`config.mk`:
```
export PLATFORM = sky130hd
export DESIGN_NAME = boot_image_word_checksum_top
export DESIGN_NICKNAME = d
export VERILOG_FILES = /design/src/hw/rtl/bimc_pkg.sv /design/src/hw/rtl/bimc_fifo.sv /design/src/hw/rtl/bimc_front.sv /design/src/hw/rtl/bimc_back.sv /design/src/hw/rtl/boot_image_word_checksum_top.sv
export SDC_FILE = /design/constraint.sdc
export NUM_CORES = 1
export LEC_CHECK = 0
export BUFFER_PORTS_ARGS = -buffer_cell sky130_fd_sc_hd__clkbuf_2
export CAP_MARGIN = 5
export CORE_MARGIN = 2
export CORE_UTILIZATION = 60
export CTS_BUF_LIST = sky130_fd_sc_hd__clkbuf_8
export DETAILED_ROUTE_END_ITERATION = 7
export PLACE_DENSITY = 0.88
export SETUP_SLACK_MARGIN = 0.05
export SYNTH_ARGS = -nofsm -noshare
export SYNTH_HDL_FRONTEND = slang
export SYNTH_SLANG_ARGS = --single-unit
```
`constraint.sdc`:
```
create_clock -name i_clk -period 10.01 [get_ports i_clk]
set_input_delay 2.002 -clock i_clk [delete_from_list [all_inputs] [get_ports i_clk]]
set_output_delay 2.002 -clock i_clk [all_outputs]
set_load 0.03 [all_outputs]
```
`src/hw/rtl/bimc_pkg.sv`:
```
// ----------------------------------------------------------------------------
// bimc_pkg
// Shared types, constants and helpers for the boot image word checksum block.
// ----------------------------------------------------------------------------
package bimc_pkg;

    localparam int unsigned WORD_W        = 32;
    localparam int unsigned ROT_W         = 5;
    localparam logic [WORD_W-1:0] SEED_RESET = 32'hf8ca4ddc;
    localparam int unsigned MID_DEPTH_DEF = 4;
    localparam int unsigned OUT_DEPTH_DEF = 2;

    typedef struct packed {
        logic [WORD_W-1:0] data_word;
        logic              last_word;
    } t_in_item;

    typedef struct packed {
        logic [WORD_W-1:0] check_high;
        logic [WORD_W-1:0] check_low;
    } t_out_item;

    // word as classified by the front end, with its rotation already done
    typedef struct packed {
        logic [WORD_W-1:0] data_word;
        logic [WORD_W-1:0] rot_word;
        logic              last_word;
    } t_work_item;

    // occupancy flags of a queue
    typedef struct packed {
        logic full;
        logic empty;
    } t_q_status;

    function automatic logic [WORD_W-1:0] rotl_self(input logic [WORD_W-1:0] w);
        logic [2*WORD_W-1:0] dbl;
        dbl = {w, w} << w[ROT_W-1:0];
        return dbl[2*WORD_W-1:WORD_W];
    endfunction

endpackage

```
`src/hw/rtl/bimc_fifo.sv`:
```
// ----------------------------------------------------------------------------
// bimc_fifo
// Small synchronous queue of register entries, one push and one pop a cycle.
// ----------------------------------------------------------------------------
module bimc_fifo #(
    parameter int unsigned DEPTH = bimc_pkg::MID_DEPTH_DEF,
    parameter type t_item = bimc_pkg::t_work_item
) (
    input  logic                 i_clk,
    input  logic                 i_rst_n,
    input  logic                 i_push,
    input  t_item                i_wdata,
    input  logic                 i_pop,
    output t_item                o_rdata,
    output bimc_pkg::t_q_status  o_status
);
    import bimc_pkg::*;

    localparam int unsigned PTR_W = $clog2(DEPTH);
    localparam int unsigned CNT_W = $clog2(DEPTH + 1);

    t_item            r_mem [DEPTH];
    logic [PTR_W-1:0] r_wptr, n_wptr;
    logic [PTR_W-1:0] r_rptr, n_rptr;
    logic [CNT_W-1:0] r_count, n_count;

    always_comb begin
        n_wptr  = r_wptr;
        n_rptr  = r_rptr;
        n_count = r_count;
        if (i_push) begin
            n_wptr = (r_wptr == PTR_W'(DEPTH - 1)) ? '0 : r_wptr + PTR_W'(1);
        end
        if (i_pop) begin
            n_rptr = (r_rptr == PTR_W'(DEPTH - 1)) ? '0 : r_rptr + PTR_W'(1);
        end
        if (i_push && !i_pop) begin
            n_count = r_count + CNT_W'(1);
        end else if (i_pop && !i_push) begin
            n_count = r_count - CNT_W'(1);
        end
    end

    always_ff @(posedge i_clk) begin
        if (!i_rst_n) begin
            r_wptr  <= '0;
            r_rptr  <= '0;
            r_count <= '0;
        end else begin
            r_wptr  <= n_wptr;
            r_rptr  <= n_rptr;
            r_count <= n_count;
        end
    end

    always_ff @(posedge i_clk) begin
        if (i_push) begin
            r_mem[r_wptr] <= i_wdata;
        end
    end

    assign o_rdata        = r_mem[r_rptr];
    assign o_status.full  = (r_count == CNT_W'(DEPTH));
    assign o_status.empty = (r_count == '0);

    a_count_bound: assert property (@(posedge i_clk) disable iff (!i_rst_n)
        r_count <= CNT_W'(DEPTH))
        else $error("queue count beyond depth");
    a_no_overflow: assert property (@(posedge i_clk) disable iff (!i_rst_n)
        i_push |-> !o_status.full || i_pop)
        else $error("push into full queue");
    a_no_underflow: assert property (@(posedge i_clk) disable iff (!i_rst_n)
        i_pop |-> !o_status.empty)
        else $error("pop from empty queue");

endmodule

```
`src/hw/rtl/bimc_front.sv`:
```
// ----------------------------------------------------------------------------
// bimc_front
// Input stage: takes image words, rotates each by its low bits, feeds the
// work queue.
// ----------------------------------------------------------------------------
module bimc_front (
    input  logic                 i_clk,
    input  logic                 i_rst_n,
    input  logic                 push,
    input  bimc_pkg::t_in_item   i_data,
    output logic                 full,
    input  bimc_pkg::t_q_status  i_q_status,
    output logic                 o_q_push,
    output bimc_pkg::t_work_item o_q_item
);
    import bimc_pkg::*;

    logic       r_valid, n_valid;
    t_work_item r_item;
    logic       accept;

    assign o_q_push = r_valid && !i_q_status.full;
    assign full     = r_valid && i_q_status.full;
    assign accept   = push && !full;

    always_comb begin
        n_valid = r_valid;
        if (accept) begin
            n_valid = 1'b1;
        end else if (o_q_push) begin
            n_valid = 1'b0;
        end
    end

    always_ff @(posedge i_clk) begin
        if (!i_rst_n) begin
            r_valid <= 1'b0;
        end else begin
            r_valid <= n_valid;
        end
    end

    always_ff @(posedge i_clk) begin
        if (accept) begin
            r_item.data_word <= i_data.data_word;
            r_item.rot_word  <= rotl_self(i_data.data_word);
            r_item.last_word <= i_data.last_word;
        end
    end

    assign o_q_item = r_item;

endmodule

```
`src/hw/rtl/bimc_back.sv`:
```
// ----------------------------------------------------------------------------
// bimc_back
// Accumulator engine: while the result queue has room, folds one queued word
// a cycle into six accumulators; emits the checksum pair on the last word.
// ----------------------------------------------------------------------------
module bimc_back (
    input  logic                 i_clk,
    input  logic                 i_rst_n,
    input  logic                 i_cfg_we,
    input  logic [31:0]          i_cfg_wdata,
    input  bimc_pkg::t_q_status  i_mid_status,
    input  bimc_pkg::t_work_item i_mid_item,
    output logic                 o_mid_pop,
    input  bimc_pkg::t_q_status  i_out_status,
    output logic                 o_out_push,
    output bimc_pkg::t_out_item  o_out_item
);
    import bimc_pkg::*;

    logic [WORD_W-1:0] r_seed;
    logic [WORD_W-1:0] r_running_sum, r_carry_count, r_xor_total;
    logic [WORD_W-1:0] r_rotated_sum, r_chosen_xor, r_mixed_sum;

    logic [WORD_W-1:0] n_running_sum, n_carry_count, n_xor_total;
    logic [WORD_W-1:0] n_rotated_sum, n_chosen_xor, n_mixed_sum;
    logic [WORD_W:0]   sum_wide;
    logic [WORD_W-1:0] w;

    assign w         = i_mid_item.data_word;
    // hold off while the result queue is full, so a last word always has room
    assign o_mid_pop = !i_mid_status.empty && !i_out_status.full;
    assign o_out_push = o_mid_pop && i_mid_item.last_word;

    always_comb begin
        sum_wide      = {1'b0, r_running_sum} + {1'b0, w};
        n_running_sum = sum_wide[WORD_W-1:0];
        n_carry_count = r_carry_count + WORD_W'(sum_wide[WORD_W]);
        n_xor_total   = r_xor_total ^ w;
        n_rotated_sum = r_rotated_sum + i_mid_item.rot_word;
        if (w < r_chosen_xor) begin
            n_chosen_xor = r_chosen_xor ^ i_mid_item.rot_word;
        end else begin
            n_chosen_xor = r_chosen_xor ^ n_running_sum ^ w;
        end
        n_mixed_sum = r_mixed_sum + (w ^ n_rotated_sum);
    end

    assign o_out_item.check_high = n_running_sum ^ n_carry_count ^ n_xor_total;
    assign o_out_item.check_low  = n_rotated_sum ^ n_chosen_xor ^ n_mixed_sum;

    always_ff @(posedge i_clk) begin
        if (!i_rst_n) begin
            r_seed <= SEED_RESET;
        end else if (i_cfg_we) begin
            r_seed <= i_cfg_wdata;
        end
    end

    always_ff @(posedge i_clk) begin
        if (!i_rst_n) begin
            r_running_sum <= SEED_RESET;
            r_carry_count <= SEED_RESET;
            r_xor_total   <= SEED_RESET;
            r_rotated_sum <= SEED_RESET;
            r_chosen_xor  <= SEED_RESET;
            r_mixed_sum   <= SEED_RESET;
        end else if (o_mid_pop) begin
            if (i_mid_item.last_word) begin
                r_running_sum <= r_seed;
                r_carry_count <= r_seed;
                r_xor_total   <= r_seed;
                r_rotated_sum <= r_seed;
                r_chosen_xor  <= r_seed;
                r_mixed_sum   <= r_seed;
            end else begin
                r_running_sum <= n_running_sum;
                r_carry_count <= n_carry_count;
                r_xor_total   <= n_xor_total;
                r_rotated_sum <= n_rotated_sum;
                r_chosen_xor  <= n_chosen_xor;
                r_mixed_sum   <= n_mixed_sum;
            end
        end
    end

    a_result_fits: assert property (@(posedge i_clk) disable iff (!i_rst_n)
        o_out_push |-> !i_out_status.full)
        else $error("result pushed into full queue");
    a_reseed_after_last: assert property (@(posedge i_clk) disable iff (!i_rst_n)
        o_mid_pop && i_mid_item.last_word |=>
            r_running_sum == $past(r_seed) && r_mixed_sum == $past(r_seed)
            && r_chosen_xor == $past(r_seed))
        else $error("accumulators not reseeded after last word");
    a_hold_when_idle: assert property (@(posedge i_clk) disable iff (!i_rst_n)
        !o_mid_pop |=> $stable(r_running_sum) && $stable(r_rotated_sum))
        else $error("accumulators moved without a word");

endmodule

```
`src/hw/rtl/boot_image_word_checksum_top.sv`:
```
// path: a word marked last goes through the front register and the work queue;
//   the result queue then takes its result and empty goes low, given room
// throughput: one word per cycle, set by the accumulator update in the back end;
//   it stalls only while the result queue is full
// reset: synchronous active low; queues empty, seed and all six accumulators
//   load 0xf8ca4ddc; no clearing pass
// ----------------------------------------------------------------------------
// boot_image_word_checksum_top
// Boot image word checksum: front stage, work queue, accumulator back end and
// result queue.
// ----------------------------------------------------------------------------
module boot_image_word_checksum_top #(
    parameter int unsigned MID_DEPTH = bimc_pkg::MID_DEPTH_DEF,
    parameter int unsigned OUT_DEPTH = bimc_pkg::OUT_DEPTH_DEF
) (
    input  logic                i_clk,
    input  logic                i_rst_n,
    input  logic                i_cfg_we,
    input  logic [31:0]         i_cfg_wdata,
    input  logic                push,
    input  bimc_pkg::t_in_item  i_data,
    output logic                full,
    input  logic                pop,
    output logic                empty,
    output bimc_pkg::t_out_item o_result
);
    import bimc_pkg::*;

    t_q_status  mid_status, out_status;
    t_work_item mid_wdata, mid_rdata;
    logic       mid_push, mid_pop;
    t_out_item  out_wdata;
    logic       out_push, out_pop;

    bimc_front u_front (
        .i_clk      (i_clk),
        .i_rst_n    (i_rst_n),
        .push       (push),
        .i_data     (i_data),
        .full       (full),
        .i_q_status (mid_status),
        .o_q_push   (mid_push),
        .o_q_item   (mid_wdata)
    );

    bimc_fifo #(.DEPTH(MID_DEPTH), .t_item(t_work_item)) u_mid_q (
        .i_clk    (i_clk),
        .i_rst_n  (i_rst_n),
        .i_push   (mid_push),
        .i_wdata  (mid_wdata),
        .i_pop    (mid_pop),
        .o_rdata  (mid_rdata),
        .o_status (mid_status)
    );

    bimc_back u_back (
        .i_clk        (i_clk),
        .i_rst_n      (i_rst_n),
        .i_cfg_we     (i_cfg_we),
        .i_cfg_wdata  (i_cfg_wdata),
        .i_mid_status (mid_status),
        .i_mid_item   (mid_rdata),
        .o_mid_pop    (mid_pop),
        .i_out_status (out_status),
        .o_out_push   (out_push),
        .o_out_item   (out_wdata)
    );

    assign out_pop = pop && !out_status.empty;

    bimc_fifo #(.DEPTH(OUT_DEPTH), .t_item(t_out_item)) u_out_q (
        .i_clk    (i_clk),
        .i_rst_n  (i_rst_n),
        .i_push   (out_push),
        .i_wdata  (out_wdata),
        .i_pop    (out_pop),
        .o_rdata  (o_result),
        .o_status (out_status)
    );

    assign empty = out_status.empty;

endmodule
```
# Yosys cells after proc, flatten, opt, wreduce, memory -nomap -nowiden
# Memories as Yosys holds them, arrays and structs flattened. A register that Yosys moved wholly into a read port is not among the register bits.
# Index checks and enable logic that the tools add are counted.
# word_totals
memories,2
latchBits,0
elab_cells,95
ff_bits,301
rom_bits,0
output_inout_bits,66
ram_bits,388
# op_classes
magnitude_cmp,1
mul,0
muxes,25
eq_ne,4
addsub,12
reduce_logical,24
n_shift,1
bitwise,9
div_mod_pow,0
# mem_list
memory,depth,width,rd,rd_ports_with_merged_regs,write_ports,line,rtl
u_mid_q.r_mem,4,65,1,1,1,bimc_fifo.sv:22,t_item r_mem [DEPTH];
u_out_q.r_mem,2,64,1,1,1,bimc_fifo.sv:22,
# ops
op,n
$xor A32 B32 Y32,9
$mux W32,7
$add A32 B32 Y32,2
$shl A64 B5 Y64,1
$add A32 B32 Y33,1
$add A32 B1 Y32,1
$lt A32 B32 Y1,1
$mux W2,6
$logic_and A1 B1 Y1,10
$mux W1,10
$logic_not A1 Y1,9
$add A2 B1 Y2 const B,3
$eq A2 B2 Y1 const B,3
$mux W3,2
$reduce_bool A2 Y1,3
$add A3 B1 Y3 const B,1
$eq A3 B3 Y1 const B,1
$logic_not A3 Y1,1
$sub A3 B1 Y3 const B,1
$add A1 B1 Y1 const B,2
$logic_not A2 Y1,1
$sub A2 B1 Y2 const B,1

# Longest topological paths before layout
# logic_depth
depth_word,8
mapped_depth,28
depth_no_buf,24

# Cells and area by module
# From an unflattened synthesis, not the netlist that was laid out.
# hier_totals
cells_unflattened,3269
area_unflattened_um2,37173.2
# by_module_without_submodules
module,cells_each,seq_area_each_um2,n_inst,area_each_um2
bimc_back,2314,4484.3,1,18001.0
bimc_fifo at u_mid_q,383,7987.7,1,9882.0
bimc_fifo at u_out_q,221,3943.8,1,4858.4
bimc_front,350,1971.9,1,4418.0
boot_image_word_checksum_top,1,0.0,1,13.8

# Worst setup path after synthesis
# OpenSTA, ideal clock, no wires.
# synth_path
kind,register -> register
start,reg (tool-made name)
end,mem u_out_q.r_mem[0][0] (netlist bit) (enable)
setup_ns,0.567
arrival_ns,6.476
stages_incl_launch_ff,8
setup_slack_ns,2.968
required_time_ns,9.443
path_buffers,5
path_cell_list,dfxtp_1 -> buf_6 -> buf_2 -> buf_2 -> buf_1 -> o21ai_1 -> clkbuf_1 -> nor3_1
# synth_lines
item,line
end: declaration,bimc_fifo.sv:22

==> impl_metrics.json <==
{
  "synth-edff-count": 453,
  "grt_pass1_wl_microns": 147800,
  "wl_met1_microns": 40680,
  "netlist_instances": 3260,
  "synthTopCellsByCount": "edfxtp_1, nand2_1, xnor2_1",
  "design.core.area_sq_um": 60470,
  "synthFlopType": "edfxtp_1",
  "place_congestion": 0.9828,
  "holdPathEnd": "u_back.r_chosen_xor[4]$_SDFFE_PN1P_",
  "critPathBufInv": 1,
  "grt_antenna_before_repair": 2,
  "cp.arrival_ps": 8380,
  "drt_iter0_drc": 4144,
  "synth_area_per_cell_sq_um": 11.29,
  "regToRegEndpoint": "u_out_q.r_mem[0][62]$_DFFE_PP_",
  "postSynth.asyncResetShare": 0,
  "via_count": 27370,
  "num_io_pins": 136,
  "routed_wl_microns": 97310,
  "regToRegSetupSlack_ps": 2070,
  "synth_top_family_by_area": "compound AO/OA/AOI/OAI gates",
  "drive_gt1_frac": 0.1486,
  "synthMostInstantiatedCell": "edfxtp_1",
  "hold_viol": 0,
  "synth_area_leaders": "edfxtp_1, dfxtp_1, xnor2_1, mux4_2, ha_1",
  "ctsResizeCount": 0,
  "relSlewSlack": 0.2107,
  "firstDrtPassIters": 8,
  "worst_slack_ps": 2073,
  "clock.fmax_mhz": 126.0,
  "synth_fa_ha_area_frac": 0.04874,
  "dp_hpwl_microns": 67910,
  "startpoint_type": "flip-flop",
  "critical_path_peak_fanout": 37,
  "grt_max_degree": 155,
  "path_clk_slew_ps": 60,
  "clk_path_buf_depth": 3,
  "netlist_area_sq_um": 36810,
  "worstPathRequired_ps": 10450,
  "slowest_stage": "dfxtp_2",
  "min_from": "u_back.r_chosen_xor[4]$_SDFFE_PN1P_",
  "hp-class": "flip-flop to flip-flop",
  "tns_ps": 0,
  "clk_latency_ps": 750,
  "r2r_cells": 21,
  "cp_cell_sequence": "buf_4, mux4_2, ha_1, nand3_1, a2111oi_0, a311oi_1, o21bai_1, a21oi_1, o21bai_1, ha_1, ha_1, nand3_1, nor3_1, nand2_1, nor2_1, and3_1, and3_1, nand4_1, xnor2_1, xnor2_1, xnor2_1",
  "synth_top_cell_by_area": "edfxtp_1",
  "dr_wl_met3_microns": 10850,
  "worstSetupPathType": "flip-flop to flip-flop",
  "wl_per_cell_microns": 23.01,
  "num-nets-final": 3562,
  "portBuffers": 135,
  "path_delay_family": "simple AND/OR/NAND/NOR gates",
  "yosysSeqAreaShare": 0.4995,
  "rsz0062_at_grt": "no",
  "post_cts_buffers": 0,
  "fp.dieW_microns": 251.7,
  "clock_skew_ps": 34.90,
  "ant_nets": 0,
  "place_ws_ps": 2163,
  "yosysWarnings": 0,
  "fp.dieH_microns": 251.7,
  "worst_slew_pin_slew_ps": 1184,
  "synth-simple-area-share": 0.09306,
  "grt_pass1_vias": 25500,
  "cts.sink_count": 692,
  "numCtsBuffers": 109,
  "overflow": 0,
  "synth_xor_area_frac": 0.08616,
  "htreeDepth": 3,
  "yosysTopAreaCellShare": 0.3695,
  "grtUsageTotal": 0.3030,
  "cts_tree": "done",
  "status": "finished, violations left",
  "cts_hold_buf": 0,
  "endpoint_kind": "flip-flop",
  "drcViolationCount": 8,
  "min_period_ps": 7937,
  "start_util": 0.6088,
  "synthMuxAreaShare": 0.1118,
  "setup_viol": 0,
  "max_cap_violations": 0,
  "routed.top_layer": "met4",
  "synthesis.nets": 3471,
  "slowest_delay_ps": 950,
  "synthToLayoutAreaGrowth_pct": 9.173,
  "wl_met2_microns": 42180,
  "period_share": 0.7930,
  "fp-row-count": 90,
  "slew_viol_final": 0,
  "violations": "design-rule violations",
  "hold_depth": 1,
  "synth_cell_types": 80,
  "root_buffer": "clkbuf_8",
  "synth_compound_area_frac": 0.1339,
  "die-area_sq_um": 63350,
  "routed_via_density": 6.472,
  "ys_seq_elements": 692
}
## registers in the layout (all words and copies together), names as in the netlist, 2 cells and up, named ones only
| register | flops |
|---|---|
| u_back.r_mixed_sum | 32 |
| u_back.r_xor_total | 32 |
| u_back.r_chosen_xor | 32 |
| u_front.o_q_item | 65 |
| u_mid_q.r_wptr | 2 |
| u_out_q.r_mem | 128 |
| u_out_q.r_count | 2 |
| u_mid_q.r_mem | 260 |
| u_back.r_carry_count | 32 |
| u_mid_q.r_rptr | 2 |
| u_mid_q.r_count | 3 |
| u_back.r_running_sum | 32 |
| u_back.r_rotated_sum | 32 |
| u_back.r_seed | 32 |
## layer usage
metal  GRT usage  up-vias
met3     0.04839      206
li1            -    12330
met5           0        -
met4      0.1216        0
met1      0.4498    13110
met2      0.4467     1732
## cell families (layout without fill, tap and decap cells)
logic type	Yosys count	after routing
compound gates	783	783
xor+xnor	351	351
fa+ha+maj	141	141
buf+inv	249	435
flops	692	692
mux	293	293
other cells	0	1
simple gates	751	751
## cell usage in the layout (no fill, tap or decap), drive strengths merged, types with 8 or more instances in the layout
| cell | instances |
|---|---|
| nand2 | 268 |
| ha | 137 |
| buf | 23 |
| mux4 | 86 |
| o22ai | 36 |
| a2111oi | 9 |
| a211oi | 51 |
| nor2b | 55 |
| inv | 116 |
| xor2 | 103 |
| edfxtp | 453 |
| o31ai | 12 |
| and3 | 31 |
| o21a | 24 |
| nor3 | 30 |
| nand3 | 51 |
| nand2b | 8 |
| clkbuf | 252 |
| clkinv | 37 |
| or3 | 8 |
| mux2 | 85 |
| a21oi | 169 |
| o21ai | 222 |
| o21bai | 10 |
| nor2 | 214 |
| xnor2 | 241 |
| a22oi | 17 |
| dfxtp | 239 |
| o211ai | 29 |
| a21o | 42 |
| a31oi | 67 |
| and2 | 30 |
| mux2i | 122 |
| a21boi | 17 |
| nand4 | 24 |
## metrics by stage
stage          area (sq um)  std cells    util  hold slack (ps)
6_report              40190       4229  0.6646            482.5
5_1_grt               40190       4229  0.6646            505.8
4_1_cts               40190       4228  0.6646            478.9
3_5_place_dp          38000       4022  0.6283            464.9
3_3_place_gp          38000       4022  0.6283            452.4
2_1_floorplan         36810       3260       -            442.4
## area by class of cell
type	instances	area (sq um)
Antenna cell	1	2.502
Multi-Input combinational cell	2319	17480
Clock inverter	88	569.3
Sequential cell	692	18390
Fill cell	4271	20280
Inverter	72	272.8
Tap cell	782	978.4
Timing Repair Buffer	157	872.1
Clock buffer	118	1624
## worst max-delay path by stage
stage	from	end	slack, ps	cells past startpoint
finish	flip-flop	u_out_q.r_mem[0][62]$_DFFE_PP_	2070	21
global route	flip-flop	u_out_q.r_mem[0][62]$_DFFE_PP_	1560	21
CTS	flip-flop	u_out_q.r_mem[0][62]$_DFFE_PP_	2100	21
detailed placement	flip-flop	u_out_q.r_mem[1][62]$_DFFE_PP_	2160	21
global placement	flip-flop	u_out_q.r_mem[0][62]$_DFFE_PP_	2380	21
floorplan	flip-flop	u_out_q.r_mem[0][0]$_DFFE_PP_	2970	7
Power is left out: the tool's default activity adds up to more than one toggle a clock period on the data nets, which glitch-free logic cannot reach.
